`src/sv/cvf_pkg.sv`:
```
// ----------------------------------------------------------------------------
// cvf_pkg: shared types and constants of the cosine volume fade block
// Holds the pipeline word types and the fixed constants of the fade curve.
// ----------------------------------------------------------------------------
package cvf_pkg;

    localparam int LevelScale = 9600;
    localparam int SliderMax  = 9;

    typedef enum logic [1:0] {
        PH_NONE = 2'd0,
        PH_OUT  = 2'd1,
        PH_IN   = 2'd2,
        PH_ALT  = 2'd3
    } phase_t;

    typedef enum logic [1:0] {
        CH_MUSIC = 2'd0,
        CH_FXA   = 2'd1,
        CH_FXB   = 2'd2,
        CH_NONE  = 2'd3
    } chan_t;

    typedef enum logic [1:0] {
        RG_MUSIC   = 2'd0,
        RG_FXA     = 2'd1,
        RG_FXB     = 2'd2,
        RG_SILENCE = 2'd3
    } reg_idx_t;

    // Kind of result the back end produces for a classified word.
    typedef enum logic [1:0] {
        K_ZERO    = 2'd0,
        K_SILENCE = 2'd1,
        K_SLIDER  = 2'd2,
        K_FADE    = 2'd3
    } kind_t;

endpackage

```
`src/sv/cvf_front.sv`:
```
// ----------------------------------------------------------------------------
// cvf_front: request classifier
// Picks the slider, clamps progress and selects the fade numerator.
// ----------------------------------------------------------------------------
module cvf_front import cvf_pkg::*; (
    input  logic        clk,
    input  logic        rst_n,
    input  logic [1:0]  channel,
    input  logic [1:0]  phase,
    input  logic [15:0] progress,
    input  logic [15:0] duration,
    input  logic [3:0]  sld_music,
    input  logic [3:0]  sld_fxa,
    input  logic [3:0]  sld_fxb,
    output kind_t       kind,
    output logic [3:0]  slider,
    output logic [15:0] numer,
    output logic [15:0] denom
);
    logic [15:0] p_clamp;

    always_comb
    begin
        p_clamp = (progress > duration) ? duration : progress;
        numer   = (phase == PH_OUT) ? p_clamp : duration - p_clamp;
        denom   = duration;
        case (channel)
            CH_MUSIC: slider = sld_music;
            CH_FXA:   slider = sld_fxa;
            default:  slider = sld_fxb;
        endcase
        if (channel == CH_NONE)
            kind = K_ZERO;
        else if (phase == PH_NONE || duration == 16'd0)
            kind = (slider == 4'd0) ? K_SILENCE : K_SLIDER;
        else
            kind = K_FADE;
    end

`ifndef NO_ASSERTIONS
    a_numer_le: assert property (@(posedge clk) disable iff (!rst_n)
        numer <= denom) else $error("fade numerator above duration");
`endif
endmodule

```
`config.mk`:
```
export PLATFORM = sky130hd
export DESIGN_NAME = cvf_front
export DESIGN_NICKNAME = d
export VERILOG_FILES = /design/src/sv/cvf_pkg.sv /design/src/sv/cvf_front.sv
export SDC_FILE = /design/constraint.sdc
export NUM_CORES = 1
export LEC_CHECK = 0
export ABC_AREA = 1
export BUFFER_PORTS_ARGS = -buffer_cell sky130_fd_sc_hd__buf_2
export CORE_UTILIZATION = 26
export DETAILED_ROUTE_END_ITERATION = 10
export GPL_TIMING_DRIVEN = 1
export PLACE_DENSITY = 0.57
export SYNTH_ARGS = -nofsm -noshare
export SYNTH_HDL_FRONTEND = slang
export SYNTH_SLANG_ARGS = --single-unit
```
`constraint.sdc`:
```
create_clock -name vclk -period 4.45
set_clock_uncertainty 0.15 [all_clocks]
set_input_delay 0.2225 -clock vclk [all_inputs]
set_output_delay 0.2225 -clock vclk [all_outputs]
set_load 0.02 [all_outputs]
```
==> run metrics <==
status=finished, final reports clean; most frequent cells in the layout=93 x nand2_1, 86 x buf_2, 47 x inv_1; Hold Path Origin=duration[15]; post-route ant nets=0; CP Max Fanout=17; WP data arrival=3610 ps; RSZ-0062 raised after global routing=no; row count=30; Overflow after GRT=0; IO buf count=86; VDD IR-drop max=0.0462 mV; initial antenna violation count=0; # clk buffers=0; Final period util=0.894; post-synthesis sequential area ratio=0; fin crit period=3980 ps; # Max-Cap Violations=0; Worst-Margin Slew=670 ps; Max Slew Vio Count=0; iteration count of the initial detailed-routing pass=4; Hold Path End=denom[15]; Fin. Hold Viols=0; vias in the first global route=1928; Vias=2174; share of layout cells above drive strength 1=0.268; Die Width=86.1 um; CP Launch Type=primary input; Worst path max stage delay=410 ps; # DRC=0; Crit path required time=4080 ps; first-pass GRT wire length=8500 um; Placer Congestion=0.831; Setup CP Type=in -> out; syn_nets=405; Synth warnings=0; count of cell types in the netlist=36; setup_tns=0 ps; # setup viols final=0; Leakage Power=1.33 nW; syn avg cell area=5.64 um2; most common cell after layout, fill and taps aside=nand2_1; final net count=473; die area=0.00741 mm2; Die H=86.1 um; total chip power=0.435 mW; area delta synth->final=22.4%; setup ws final=470 ps; pre-CTS WS=426 ps; Mapped Cells=326; diode count=0; Mapped Area=0.00184 mm2; max_slew headroom=0.551; vias per std cell=4.45; Routed WL=5010 um; gr usage total=0.136; Post-CTS Setup Inserts=0; Detailed Route Iter0 Violations=52; Starting Density=0.269; seq_cells=0; largest net degree at the start of global routing=28; Worst path most repeated cell=nand2_1; I/O pins=88; hold_buf cts=0; Power Density=193 mW/mm2; Slowest-stage cell, CP=fa_1; Core Area=0.00683 mm2; Fmax=251 MHz; FILL cells=810; Hold Crit Depth=2; post-CTS sizing=0; hold slack=537 ps; register area=0 um2; hpwl dp=4450 um; critical path capture point type=output pin; Wirelength per Cell=10.3 um; Worst Hold Class=in -> out
==> through the flow <==
stage | cells | area [um2] | utilization
floorplan | 326 | 1840 | -
global placement | 488 | 2250 | 0.330
detailed placement | 488 | 2250 | 0.330
CTS | 488 | 2250 | 0.330
global route | 488 | 2250 | 0.330
finish | 488 | 2250 | 0.330
==> worst max-delay path by stage <==
| stage | startpoint | cells after the start | to | slack [ps] |
|---|---|---|---|---|
| 2_1_floorplan | duration[15] | 24 | numer[9] | 890 |
| 3_3_place_gp | duration[15] | 28 | numer[10] | 460 |
| 3_5_place_dp | duration[15] | 27 | numer[10] | 430 |
| 4_1_cts | duration[15] | 27 | numer[10] | 430 |
| 5_1_grt | duration[9] | 30 | numer[10] | 30 |
| 6_report | duration[5] | 30 | numer[10] | 470 |
==> layout make-up <==
class / instances / area, um2 / area share
Inverter: 49 / 184 / 0.0817
Multi-Input combinational cell: 255 / 1500 / 0.667
Tap cell: 96 / 120 / 0.0533
Timing Repair Buffer: 88 / 445 / 0.198
==> cell usage after synthesis, types with 2 or more instances <==
cell | n | area share
ha_1 | 28 | 0.19
o21ai_0 | 28 | 0.076
nor4_1 | 2 | 0.0068
nor2_1 | 15 | 0.031
nand2_2 | 2 | 0.0068
o21bai_1 | 2 | 0.0082
nand2_1 | 93 | 0.19
or2_2 | 3 | 0.010
nand3_2 | 6 | 0.033
xor2_1 | 4 | 0.019
nor3_1 | 3 | 0.0082
buf_4 | 16 | 0.065
a21oi_1 | 16 | 0.044
nand4_1 | 9 | 0.031
o21ai_1 | 2 | 0.0054
buf_2 | 2 | 0.0054
nand3_1 | 25 | 0.068
o21a_1 | 3 | 0.012
clkbuf_1 | 3 | 0.0061
xnor2_1 | 2 | 0.0095
inv_1 | 47 | 0.096
==> cell families (layout without fill, tap and decap cells) <==
family,after synthesis,in the layout,share of synthesized area
and+or+nand+nor,163,163,0.414
AOI/OAI and AO/OA,57,57,0.173
buffers and inverters,71,137,0.183
xor gates and xnor gates,6,6,0.0286
adders and majority gates,29,29,0.201
==> where the power goes <==
part / internal (mW) / switching [mW] / leakage [nW]
logic: 0.159 / 0.276 / 1.33
clock network: 0 / 0 / 0
registers: 0 / 0 / 0
total: 0.159 / 0.276 / 1.33
==> metal layers <==
metal | vias to the layer above | global-route usage | share of wire
met5 | - | 0 | 0
met1 | 931 | 0.181 | 0.48
met2 | 50 | 0.254 | 0.49
met4 | 0 | 0 | 0
met3 | 0 | 0.00577 | 0.039
li1 | 1193 | - | -
==> worst max-delay path, delay by kind of cell <==
kind                       cells  cell delay, ps
and+or+nand+nor               19            1350
adders and majority gates      3             890
AOI/OAI and AO/OA              3             390
buffers and inverters          5             740
No activity file was read; power rests on OpenSTA's default activity.
